==> src/rtl/derfx_pkg.sv <==
package derfx_pkg;

    localparam int VALUE_BYTES = 32;
    localparam int OUT_BYTES   = 32;
    localparam int MIN_BYTES   = 6;
    localparam int MEM_WORDS   = 16;
    localparam int ADDR_W      = $clog2(MEM_WORDS);
    localparam int KEEP_MAX    = (VALUE_BYTES < OUT_BYTES) ? VALUE_BYTES : OUT_BYTES;

    localparam logic [7:0] SEQ_TAG = 8'h30;
    localparam logic [7:0] INT_TAG = 8'h02;

    typedef enum logic [3:0] {
        PH_SEQ_TAG,
        PH_SEQ_LEN,
        PH_R_TAG,
        PH_R_LEN,
        PH_R_BODY,
        PH_S_TAG,
        PH_S_LEN,
        PH_S_BODY,
        PH_DONE
    } phase_t;

    // output byte position of the next body byte; negative while it falls off the left
    typedef logic signed [9:0] pos_t;

    typedef struct packed {
        logic              en;
        logic [ADDR_W-1:0] addr;   // {bank, S not R, word}
        logic [2:0]        lane;
        logic [7:0]        data;
    } wr_req_t;

    typedef struct packed {
        logic       valid;
        logic       ok;
        logic       bank;
        logic [5:0] thr_r;   // first visible output byte of R
        logic [5:0] thr_s;
    } sig_done_t;

    function automatic logic [5:0] thresh_of(input logic [7:0] len);
        logic [5:0] kept;
        kept = (len > 8'(KEEP_MAX)) ? 6'(KEEP_MAX) : len[5:0];
        return 6'(OUT_BYTES) - kept;
    endfunction

endpackage

==> src/rtl/der_signature_to_fixed_r_s.sv <==
// channel   dir  handshake                   payload
// byte      in   byte_valid / byte_stall     data_byte[7:0], end_of_signature
// result    out  result_valid / result_stall ok, value_word[63:0], word_index[2:0], final_word
//
// Bytes are taken one per cycle. A good signature yields eight words, one per cycle while
// result_stall is low, read from a two-bank word memory through its read register and the
// output register. The last byte of a signature stalls while the previous signature's words
// are still being read out.
// Reset is asynchronous and needs no clearing pass: unwritten bytes are masked by length.
module der_signature_to_fixed_r_s
(
    input  logic        clk,
    input  logic        rst_n,
    input  logic        byte_valid,
    output logic        byte_stall,
    input  logic [7:0]  data_byte,
    input  logic        end_of_signature,
    output logic        result_valid,
    input  logic        result_stall,
    output logic        ok,
    output logic [63:0] value_word,
    output logic [2:0]  word_index,
    output logic        final_word
);

    derfx_pkg::wr_req_t   wr_req;
    derfx_pkg::sig_done_t done;

    logic       byte_accept;
    logic       job_busy_reg;
    logic [2:0] job_cnt_reg;
    logic       job_bank_reg;
    logic       job_ok_reg;
    logic [5:0] job_thr_r_reg;
    logic [5:0] job_thr_s_reg;
    logic       job_last;
    logic       issue;

    logic        s1_valid_reg;
    logic        s1_ok_reg;
    logic [2:0]  s1_idx_reg;
    logic        s1_final_reg;
    logic [5:0]  s1_thr_reg;
    logic        s1_load;
    logic        s1_adv;
    logic        s2_free;
    logic [63:0] rd_data;
    logic [7:0]  byte_keep;
    logic [63:0] masked_word;

    logic        result_valid_reg;
    logic        ok_reg;
    logic [63:0] value_word_reg;
    logic [2:0]  word_index_reg;
    logic        final_word_reg;

    assign byte_stall  = job_busy_reg & end_of_signature;
    assign byte_accept = byte_valid & ~byte_stall;

    derfx_parse u_parse
    (
        .clk              (clk),
        .rst_n            (rst_n),
        .accept           (byte_accept),
        .data_byte        (data_byte),
        .end_of_signature (end_of_signature),
        .wr               (wr_req),
        .done             (done)
    );

    assign s2_free  = ~result_valid_reg | ~result_stall;
    assign s1_adv   = s1_valid_reg & s2_free;
    assign s1_load  = ~s1_valid_reg | s2_free;
    assign issue    = job_busy_reg & s1_load;
    assign job_last = ~job_ok_reg | (job_cnt_reg == 3'd7);

    derfx_store u_store
    (
        .clk     (clk),
        .wr      (wr_req),
        .rd_en   (issue & job_ok_reg),
        .rd_addr ({job_bank_reg, job_cnt_reg}),
        .rd_data (rd_data)
    );

    always_ff @(posedge clk or negedge rst_n)
    begin
        if (!rst_n)
        begin
            job_busy_reg  <= 1'b0;
            job_cnt_reg   <= 3'd0;
            job_bank_reg  <= 1'b0;
            job_ok_reg    <= 1'b0;
            job_thr_r_reg <= 6'd0;
            job_thr_s_reg <= 6'd0;
        end
        else if (done.valid)
        begin
            job_busy_reg  <= 1'b1;
            job_cnt_reg   <= 3'd0;
            job_bank_reg  <= done.bank;
            job_ok_reg    <= done.ok;
            job_thr_r_reg <= done.thr_r;
            job_thr_s_reg <= done.thr_s;
        end
        else if (issue)
        begin
            job_cnt_reg <= job_cnt_reg + 3'd1;
            if (job_last)
            begin
                job_busy_reg <= 1'b0;
            end
        end
    end

    always_ff @(posedge clk or negedge rst_n)
    begin
        if (!rst_n)
        begin
            s1_valid_reg <= 1'b0;
        end
        else if (s1_load)
        begin
            s1_valid_reg <= issue;
        end
    end

    always_ff @(posedge clk)
    begin
        if (issue)
        begin
            s1_ok_reg    <= job_ok_reg;
            s1_idx_reg   <= job_ok_reg ? job_cnt_reg : 3'd0;
            s1_final_reg <= job_last;
            s1_thr_reg   <= job_cnt_reg[2] ? job_thr_s_reg : job_thr_r_reg;
        end
    end

    // bytes left of the integer's first kept byte read as zero
    always_comb
    begin
        for (int j = 0; j < 8; j++)
        begin
            byte_keep[j] = s1_ok_reg && ({1'b0, s1_idx_reg[1:0], 3'(j)} >= s1_thr_reg);
            masked_word[8*(7-j) +: 8] = byte_keep[j] ? rd_data[8*(7-j) +: 8] : 8'h00;
        end
    end

    always_ff @(posedge clk or negedge rst_n)
    begin
        if (!rst_n)
        begin
            result_valid_reg <= 1'b0;
        end
        else if (s2_free)
        begin
            result_valid_reg <= s1_valid_reg;
        end
    end

    always_ff @(posedge clk)
    begin
        if (s1_adv)
        begin
            ok_reg         <= s1_ok_reg;
            value_word_reg <= masked_word;
            word_index_reg <= s1_idx_reg;
            final_word_reg <= s1_final_reg;
        end
    end

    assign result_valid = result_valid_reg;
    assign ok           = ok_reg;
    assign value_word   = value_word_reg;
    assign word_index   = word_index_reg;
    assign final_word   = final_word_reg;

    a_bank_split: assert property (@(posedge clk) disable iff (!rst_n)
        wr_req.en && issue && job_ok_reg |-> wr_req.addr[derfx_pkg::ADDR_W-1] != job_bank_reg)
        else $error("parser writes the bank being read out");

    a_fail_zero: assert property (@(posedge clk) disable iff (!rst_n)
        result_valid && !ok |-> value_word == 64'd0 && word_index == 3'd0 && final_word)
        else $error("failure result not a single zero word");

    a_final_last: assert property (@(posedge clk) disable iff (!rst_n)
        result_valid && ok |-> final_word == (word_index == 3'd7))
        else $error("final mark not on the last S word");

endmodule

==> src/rtl/derfx_store.sv <==
module derfx_store
(
    input  logic                            clk,
    input  derfx_pkg::wr_req_t              wr,
    input  logic                            rd_en,
    input  logic [derfx_pkg::ADDR_W-1:0]    rd_addr,
    output logic [63:0]                     rd_data
);

    logic [63:0] mem [derfx_pkg::MEM_WORDS];
    logic [63:0] rd_data_reg;

    // lane 0 is the most significant byte of the word
    always_ff @(posedge clk)
    begin
        if (wr.en)
        begin
            mem[wr.addr][{~wr.lane, 3'b000} +: 8] <= wr.data;
        end
        if (rd_en)
        begin
            rd_data_reg <= mem[rd_addr];
        end
    end

    assign rd_data = rd_data_reg;

endmodule

==> src/rtl/derfx_parse.sv <==
module derfx_parse
(
    input  logic                    clk,
    input  logic                    rst_n,
    input  logic                    accept,
    input  logic [7:0]              data_byte,
    input  logic                    end_of_signature,
    output derfx_pkg::wr_req_t      wr,
    output derfx_pkg::sig_done_t    done
);

    localparam derfx_pkg::pos_t POS_MIN = derfx_pkg::pos_t'(derfx_pkg::OUT_BYTES
                                                            - derfx_pkg::VALUE_BYTES);
    localparam derfx_pkg::pos_t POS_END = derfx_pkg::pos_t'(derfx_pkg::OUT_BYTES);

    derfx_pkg::phase_t phase_reg, phase_next;
    logic [7:0]        rem_reg, rem_next;
    logic [2:0]        seen_reg, seen_next;
    logic              failed_reg, failed_next;
    derfx_pkg::pos_t   pos_reg, pos_next;
    logic [5:0]        thr_r_reg, thr_r_next;
    logic [5:0]        thr_s_reg, thr_s_next;
    logic              bank_reg;
    logic              in_body;

    always_comb
    begin
        phase_next  = phase_reg;
        rem_next    = rem_reg;
        failed_next = failed_reg;
        pos_next    = pos_reg;
        thr_r_next  = thr_r_reg;
        thr_s_next  = thr_s_reg;
        seen_next   = (seen_reg < 3'(derfx_pkg::MIN_BYTES)) ? seen_reg + 3'd1 : seen_reg;
        if (!failed_reg)
        begin
            unique case (phase_reg)
                derfx_pkg::PH_SEQ_TAG:
                begin
                    if (data_byte != derfx_pkg::SEQ_TAG) failed_next = 1'b1;
                    else phase_next = derfx_pkg::PH_SEQ_LEN;
                end
                derfx_pkg::PH_SEQ_LEN:
                begin
                    phase_next = derfx_pkg::PH_R_TAG;
                end
                derfx_pkg::PH_R_TAG:
                begin
                    if (data_byte != derfx_pkg::INT_TAG) failed_next = 1'b1;
                    else phase_next = derfx_pkg::PH_R_LEN;
                end
                derfx_pkg::PH_R_LEN:
                begin
                    rem_next   = data_byte;
                    pos_next   = POS_END - derfx_pkg::pos_t'({2'b00, data_byte});
                    thr_r_next = derfx_pkg::thresh_of(data_byte);
                    phase_next = (data_byte != 8'd0) ? derfx_pkg::PH_R_BODY
                                                     : derfx_pkg::PH_S_TAG;
                end
                derfx_pkg::PH_R_BODY:
                begin
                    pos_next = pos_reg + derfx_pkg::pos_t'(1);
                    rem_next = rem_reg - 8'd1;
                    if (rem_reg == 8'd1) phase_next = derfx_pkg::PH_S_TAG;
                end
                derfx_pkg::PH_S_TAG:
                begin
                    if (data_byte != derfx_pkg::INT_TAG) failed_next = 1'b1;
                    else phase_next = derfx_pkg::PH_S_LEN;
                end
                derfx_pkg::PH_S_LEN:
                begin
                    rem_next   = data_byte;
                    pos_next   = POS_END - derfx_pkg::pos_t'({2'b00, data_byte});
                    thr_s_next = derfx_pkg::thresh_of(data_byte);
                    phase_next = (data_byte != 8'd0) ? derfx_pkg::PH_S_BODY
                                                     : derfx_pkg::PH_DONE;
                end
                derfx_pkg::PH_S_BODY:
                begin
                    pos_next = pos_reg + derfx_pkg::pos_t'(1);
                    rem_next = rem_reg - 8'd1;
                    if (rem_reg == 8'd1) phase_next = derfx_pkg::PH_DONE;
                end
                default:
                begin
                    phase_next = derfx_pkg::PH_DONE;
                end
            endcase
        end
    end

    // a body byte lands in memory only if it is both kept and visible
    always_comb
    begin
        in_body = (phase_reg == derfx_pkg::PH_R_BODY) || (phase_reg == derfx_pkg::PH_S_BODY);
        wr.en   = accept && !failed_reg && in_body
                  && (pos_reg >= derfx_pkg::pos_t'(0)) && (pos_reg >= POS_MIN)
                  && (pos_reg < POS_END);
        wr.addr = {bank_reg, phase_reg == derfx_pkg::PH_S_BODY, pos_reg[4:3]};
        wr.lane = pos_reg[2:0];
        wr.data = data_byte;

        done.valid = accept && end_of_signature;
        done.ok    = !failed_next && (phase_next == derfx_pkg::PH_DONE)
                     && (seen_next >= 3'(derfx_pkg::MIN_BYTES));
        done.bank  = bank_reg;
        done.thr_r = thr_r_next;
        done.thr_s = thr_s_next;
    end

    always_ff @(posedge clk or negedge rst_n)
    begin
        if (!rst_n)
        begin
            phase_reg  <= derfx_pkg::PH_SEQ_TAG;
            rem_reg    <= 8'd0;
            seen_reg   <= 3'd0;
            failed_reg <= 1'b0;
            pos_reg    <= derfx_pkg::pos_t'(0);
            thr_r_reg  <= 6'(derfx_pkg::OUT_BYTES);
            thr_s_reg  <= 6'(derfx_pkg::OUT_BYTES);
            bank_reg   <= 1'b0;
        end
        else if (accept)
        begin
            if (end_of_signature)
            begin
                phase_reg  <= derfx_pkg::PH_SEQ_TAG;
                rem_reg    <= 8'd0;
                seen_reg   <= 3'd0;
                failed_reg <= 1'b0;
                pos_reg    <= derfx_pkg::pos_t'(0);
                thr_r_reg  <= 6'(derfx_pkg::OUT_BYTES);
                thr_s_reg  <= 6'(derfx_pkg::OUT_BYTES);
                bank_reg   <= ~bank_reg;
            end
            else
            begin
                phase_reg  <= phase_next;
                rem_reg    <= rem_next;
                seen_reg   <= seen_next;
                failed_reg <= failed_next;
                pos_reg    <= pos_next;
                thr_r_reg  <= thr_r_next;
                thr_s_reg  <= thr_s_next;
            end
        end
    end

endmodule
==> config.mk <==
export PLATFORM = sky130hd
export DESIGN_NAME = der_signature_to_fixed_r_s
export DESIGN_NICKNAME = d
export VERILOG_FILES = /design/src/rtl/derfx_pkg.sv /design/src/rtl/der_signature_to_fixed_r_s.sv /design/src/rtl/derfx_store.sv /design/src/rtl/derfx_parse.sv
export SDC_FILE = /design/constraint.sdc
export NUM_CORES = 1
export LEC_CHECK = 0
export BUFFER_PORTS_ARGS = -buffer_cell sky130_fd_sc_hd__buf_4
export CAP_MARGIN = 5
export CORE_ASPECT_RATIO = 0.5
export CORE_MARGIN = 8
export CORE_UTILIZATION = 62
export DETAILED_ROUTE_END_ITERATION = 7
export GPL_TIMING_DRIVEN = 1
export PLACE_DENSITY = 0.82
export SYNTH_ARGS = -nofsm -noshare
export SYNTH_HDL_FRONTEND = slang
export SYNTH_SLANG_ARGS = --single-unit
==> constraint.sdc <==
create_clock -name clk -period 8.4 [get_ports clk]
set_clock_uncertainty 0.05 [all_clocks]
set_input_delay 0.42 -clock clk [delete_from_list [all_inputs] [get_ports clk]]
set_output_delay 0.42 -clock clk [all_outputs]
set_load 0.1 [all_outputs]
# ---- Word-level counts from Yosys, hierarchy flattened
# Memory sizes are Yosys's and may differ from the RTL's. A register that Yosys moved wholly into a read port is not among the register bits.
# Index checks and enable logic that the tools add are counted.
dict set report totals {
  ff_bits 139
  ram_bits 1024
  inputBits 13
  out_inout_bits 71
  memories 1
}
# memory words word_bits read_ports rd_ports_with_merged_regs wr line
set memory_table {}
lappend memory_table {u_store.mem 16 64 1 1 1 derfx_store.sv:10} ;# logic [63:0] mem [derfx_pkg::MEM_WORDS];
dict set report op_classes {
  addsub 7
  order_cmp 13
  eq_ne 13
  n_shift 2
  n_mux 38
  bitwise 15
  reduce_logical 30
}
# operator count
set op_table {}
lappend op_table {{64-bit 2-to-1 mux} 1}
lappend op_table {{8-bit by 8-bit variable shift with 64-bit output (first input constant)} 1}
lappend op_table {{8-bit by 8-bit indexed part select with 64-bit output} 1}
lappend op_table {{5-bit by 6-bit greater-or-equal comparator with 1-bit output} 8}
lappend op_table {{6-bit 2-to-1 mux} 8}
lappend op_table {{4-bit 2-to-1 mux} 8}
lappend op_table {{4-bit case mux with 8 select lines} 1}
lappend op_table {{10-bit 2-to-1 mux} 2}
lappend op_table {{10-bit case mux with 2 select lines} 1}
lappend op_table {{4-bit by 3-bit equality test with 1-bit output (second input constant)} 4}
lappend op_table {{1-bit logical AND} 16}
lappend op_table {{8-bit 2-to-1 mux} 2}
lappend op_table {{8-bit case mux with 2 select lines} 1}
lappend op_table {{3-bit 2-to-1 mux} 4}
lappend op_table {{10-bit by 2-bit adder with 10-bit output (second input constant)} 1}
lappend op_table {{10-bit by 1-bit greater-or-equal comparator with 1-bit output (second input constant)} 1}
lappend op_table {{10-bit by 7-bit less-than comparator with 1-bit output (second input constant)} 1}
lappend op_table {{1-bit 2-to-1 mux} 9}
lappend op_table {{6-bit by 8-bit subtractor with 9-bit output (first input constant)} 1}
lappend op_table {{4-bit by 2-bit equality test with 1-bit output (second input constant)} 2}
lappend op_table {{8-bit by 1-bit equality test with 1-bit output (second input constant)} 1}
lappend op_table {{8-bit by 6-bit greater-than comparator with 1-bit output (second input constant)} 1}
lappend op_table {{8-bit by 2-bit != test with 1-bit output (second input constant)} 1}
lappend op_table {{8-bit by 6-bit != test with 1-bit output (second input constant)} 1}
lappend op_table {{24 further kinds} 41}

# ---- Logic depth before layout (Yosys ltp)
dict set report depth {
  word_depth 10
  mapped_depth 9
  ltp_nobuf 7
}

# ---- Modules after synthesis
# A second synthesis with hierarchy kept.
dict set report unflattened {
  cells_unflattened 2490
  hier_area_um2 48228.8
}
# module n_inst cells_per_inst area_each_um2
set by_module_without_submodules {}
lappend by_module_without_submodules {derfx_store 1 1881 41375.9}
lappend by_module_without_submodules {der_signature_to_fixed_r_s 1 268 4021.4}
lappend by_module_without_submodules {derfx_parse 1 341 2831.5}

# ---- Least setup slack after synthesis
# OpenSTA, ideal clock, no wires.
dict set report synth_timing {
  kind {register -> register}
  from {reg result_valid_reg, in the netlist result_valid}
  to {reg final_word_reg, in the netlist final_word, enable pin}
  setup_ns 0.601
  t_arrival_ns 5.899
  t_required_ns 7.749
  setup_slack_ns 1.850
  path_stages_with_launch 2
  period_less_slack_ns 6.550
  path_cell_list {dfrtp_1 -> a21boi_0}
}
dict set report synth_between {
  elab_chain_len 3
}
# element line
set synth_rtl {}
lappend synth_rtl {{from (decl)} der_signature_to_fixed_r_s.sv:51} ;# logic result_valid_reg;
lappend synth_rtl {{from (signal assigned)} der_signature_to_fixed_r_s.sv:157} ;# result_valid_reg <= s1_valid_reg;
lappend synth_rtl {{1-bit inverter} der_signature_to_fixed_r_s.sv:71} ;# assign s2_free = ~result_valid_reg | ~result_stall;
lappend synth_rtl {{1-bit OR} der_signature_to_fixed_r_s.sv:71}
lappend synth_rtl {{1-bit AND} der_signature_to_fixed_r_s.sv:72} ;# assign s1_adv = s1_valid_reg & s2_free;
lappend synth_rtl {{net s1_adv} der_signature_to_fixed_r_s.sv:45} ;# logic s1_adv;
lappend synth_rtl {{to (signal assigned)} der_signature_to_fixed_r_s.sv:168} ;# final_word_reg <= s1_final_reg;
lappend synth_rtl {{to (decl)} der_signature_to_fixed_r_s.sv:55} ;# logic final_word_reg;
# The timed path passes the listed nets, and every way through them passes these cells.
# A chain may end at the register's enable or synchronous reset.

# ---- Worst setup path after layout
dict set report layout_timing {
  from {reg u_parse.pos_reg[0]}
  to {mem u_store.mem[5][50], enable pin}
}
dict set report layout_between {
  elab_chain_len 6
  elab_cells_between_ends 10
}
# element line
set layout_rtl {}
lappend layout_rtl {{from (decl)} derfx_parse.sv:20} ;# derfx_pkg::pos_t pos_reg, pos_next;
lappend layout_rtl {{from (signal assigned)} derfx_parse.sv:120} ;# pos_reg <= derfx_pkg::pos_t'(0);
lappend layout_rtl {{from (signal assigned)} derfx_parse.sv:133} ;# pos_reg <= derfx_pkg::pos_t'(0);
lappend layout_rtl {{from (signal assigned)} derfx_parse.sv:144} ;# pos_reg <= pos_next;
lappend layout_rtl {{parallel branches: the longest is 5 deep, another holds 6-bit negation with 8-bit output} -}
lappend layout_rtl {{64-bit 2-to-1 mux (not written as such) *} derfx_store.sv:18} ;# mem[wr.addr][{~wr.lane, 3'b000} +: 8] <= wr.data;
lappend layout_rtl {{to (decl)} derfx_store.sv:10}
# Mark *: on every way between the ends.

==> results.md <==
* Number of rows created at floorplan at 72
* Synth Net Count at about 2400
* Overall Global Routing Usage at 27.90%
* Clk_lat worst skew at roughly 0.69 ns
* Register area share after synthesis at 76.28%
* Worst Setup Path Type: flop to flop
* Max-slew headroom at 13.64%
* Wire length on met2 at 57.02 mm
* Post-Route M1 WL at 43.42 mm
* Placeable core region at 0.07693 mm^2
* Startpoint class of the critical path: flop
* Maximum net fanout on the critical path at 16
* Port buffer count at 83
* Total die area at 0.08698 mm^2
* Total clock buffers created by CTS at 101
* Post-cts repair resize count at 0
* Global-route wire length before repair at 176.1 mm
* Deepest level of the CTS H-tree at 3
* Library cell used as clock root buffer: clkbuf_16
* Remaining design rule violation count at 0
* Setup Viol. Count Final at 0
* Tmin final at 5.178 ns
* Die Ht at 212.6 um
* Detailed-route via count at 25220
* Worst-case clock buffer depth at 3
* Starting Density at 62.28%
* Ratio of total power to cell area at 258.0 mW/mm^2
* Number of global-route vias before repair at 24850
* Summed instance area of the synthesized netlist at ~0.048 mm^2
* Initial detailed-routing violation count at 4254
* Run status: complete, no violations
* Worst hold slack after final layout at 0.07451 ns
* Drt first pass iters at 7
* Cell count after synthesis at around 2400
* Origin of the worst setup path: u_parse.pos_reg[0]$_DFFE_PN0P_
* Final cycle utilization of the critical path at about 62%
* Synth Flop Type: edfxtp_1
* Sum of negative setup slack at 0 ns
* Number of different library cells in the post-synthesis netlist at 65
* Antenna violations before repair at 9
* Reg-to-reg startpoint: u_parse.pos_reg[0]$_DFFE_PN0P_
* Setup repair after global routing missed its margin: no
* Vias/cell at a little over 7
* Cell types with the largest area share after synthesis: edfxtp_1, mux4_2, dfrtp_1
* Clock slew seen by the registers of the worst setup and hold paths at 0.07 ns
* Layout cell share with drive strength beyond 1 at between 20% and 30%
* Fin util at 69.10%
* Number of enable-type register cells in the synthesized netlist at around 1200
* Routed len/inst at 33.92 um
* Yosys reg bits at 1227
* Actual transition at the worst max-transition pin at about 1.3 ns
* Synthesized area per cell at 20.36 um^2
* Worst hold path class: input port to flop
* Most frequent cells after synthesis: edfxtp_1, mux4_2, nor2_1, and2_1, nand2_1
* Synth-to-layout area growth at 10.94%
* Worst R2R Setup Slack at 3.22 ns
* Routability congestion estimate at around 0.91
* Worst-case setup margin in the final layout at 3.222 ns
* Pleak at 17.29 nW
* Number of filler cells placed in the layout at 4323
* Required time reported for the critical path endpoint at between 8 and 9 ns
* Leading cell type by number of instances after synthesis: edfxtp_1
* Worst-case vdd ir drop at approximately 200 uV
* Ports at 84
* Total wire length at 121.3 mm
* Data arrival time at the worst-slack endpoint at between 5 and 6 ns
* Hold path start: byte_valid
* Pre-CTS WS at around 3.8 ns
* Maximum frequency from static timing analysis at between 150 and 200 MHz
* Critical Path End Type: flop
* Total of max-cap violations at 0
* Met3 routed WL at approximately 16 mm
* Final instance area at 0.05316 mm^2
* Gr ovfl total at 0
* DP Area at 0.04974 mm^2
* DPL Wire Length at around 70 mm
* Number of failing hold endpoints at the final stage at 0
* Clock tree from TritonCTS: yes
* Clock sinks at 1227
* Dominant cell type by area after synthesis: edfxtp_1
* Width of the die at a little over 400 um
* Ys Warns at 0
* Largest net degree at the start of global routing at 163
* Max FFs per register at a little over 1000
* Nets@finish at 2478
* Highest metal layer used by the detailed router: met5
* Synth async-reset ratio at 4.808%
* Post-detailed-route count of antenna-violating nets at 0
* Max-slew violation count at 0
* Area share of the largest cell type after synthesis at 73.20%
placed cells by master (no fill, tap or decap), types with 14 or more instances in the layout:
| master | netlist | layout |
|---|---|---|
| and3_1 | 17 | 16 |
| and2_1 | 88 | 88 |
| clkinv_2 | 0 | 21 |
| ha_1 | 14 | 14 |
| dfrtp_1 | 57 | 53 |
| nand2_1 | 80 | 80 |
| o21ai_0 | 43 | 42 |
| a21oi_1 | 40 | 40 |
| clkbuf_16 | 0 | 105 |
| nor2_1 | 186 | 186 |
| buf_4 | 0 | 113 |
| inv_1 | 32 | 32 |
| nor3_1 | 30 | 30 |
| edfxtp_1 | 1168 | 1168 |
| clkbuf_1 | 75 | 25 |
| mux4_2 | 320 | 320 |
worst paths after layout:
path                                               endpoint  cells past startpoint
max reg2reg                    u_store.mem[5][50]$_DFFE_PP_                      6
min                        u_parse.thr_s_reg[4]$_DFFE_PN0P_                      3
max in group asynchronous          job_bank_reg$_DFFE_PN0P_                      2
min in group asynchronous   u_parse.seen_reg[0]$_DFFE_PN0P_                      2
min reg2reg                            final_word$_DFFE_PP_                      0
max                            u_store.mem[5][50]$_DFFE_PP_                      6
report_power, final:
group / internal (mW) / switching (mW)
Clock: 2.69 / 2.23
Sequential: 6.76 / 0.196
Combinational: 0.841 / 1.00
critical path: stages (launching register included):
cell,delay [ns]
dfrtp_1,0.63
inv_1,0.17
ha_1,0.77
nand3_1,0.54
nor3_1,1.01
nand2_1,0.81
nor2_1,0.82
through the flow:
stage	total power [mW]	std cells
final	13.72	3577
after global routing	14.01	3573
after CTS	13.72	3572
after detailed placement	8.892	3382
after global placement	8.845	3382
after floorplan	8.401	2353
metal layers:
layer | up-vias | GRT usage (%)
li1 | 9759 | -
met1 | 12950 | 37.77
met2 | 2134 | 43.69
met3 | 369 | 8.380
met4 | 12 | 10.39
met5 | - | 0
layout make-up:
class | count | area, um^2 | area share, %
Inverter | 35 | 131.4 | 0.2471
Timing Repair Buffer | 117 | 908.4 | 1.709
Clock inverter | 52 | 574.3 | 1.080
Tap cell | 1036 | 1296 | 2.438
Clock buffer | 136 | 2804 | 5.275
Multi-Input combinational cell | 969 | 10870 | 20.44
Sequential cell | 1227 | 36570 | 68.79
Antenna cell | 5 | 12.51 | 0.02354
repair_timing:
action | CTS | global route
hold buffers | 2 | 0
setup buffers | 0 | 0
hold endpoints to repair | 58 | 0
cell families (layout without fill, tap and decap cells):
family,count (synthesis),in the layout,share of synthesized area (%)
other,0,5,0
adder cells (fa/ha/maj),14,14,0.3656
flip-flops,1227,1227,76.28
multiplexers,329,329,15.25
AO/OA/AOI/OAI,140,140,1.770
buffers and inverters,157,340,1.334
XOR/XNOR,8,8,0.1462
AND/OR/NAND/NOR,478,478,4.852
Note: power is estimated with default switching activity, not from simulation.
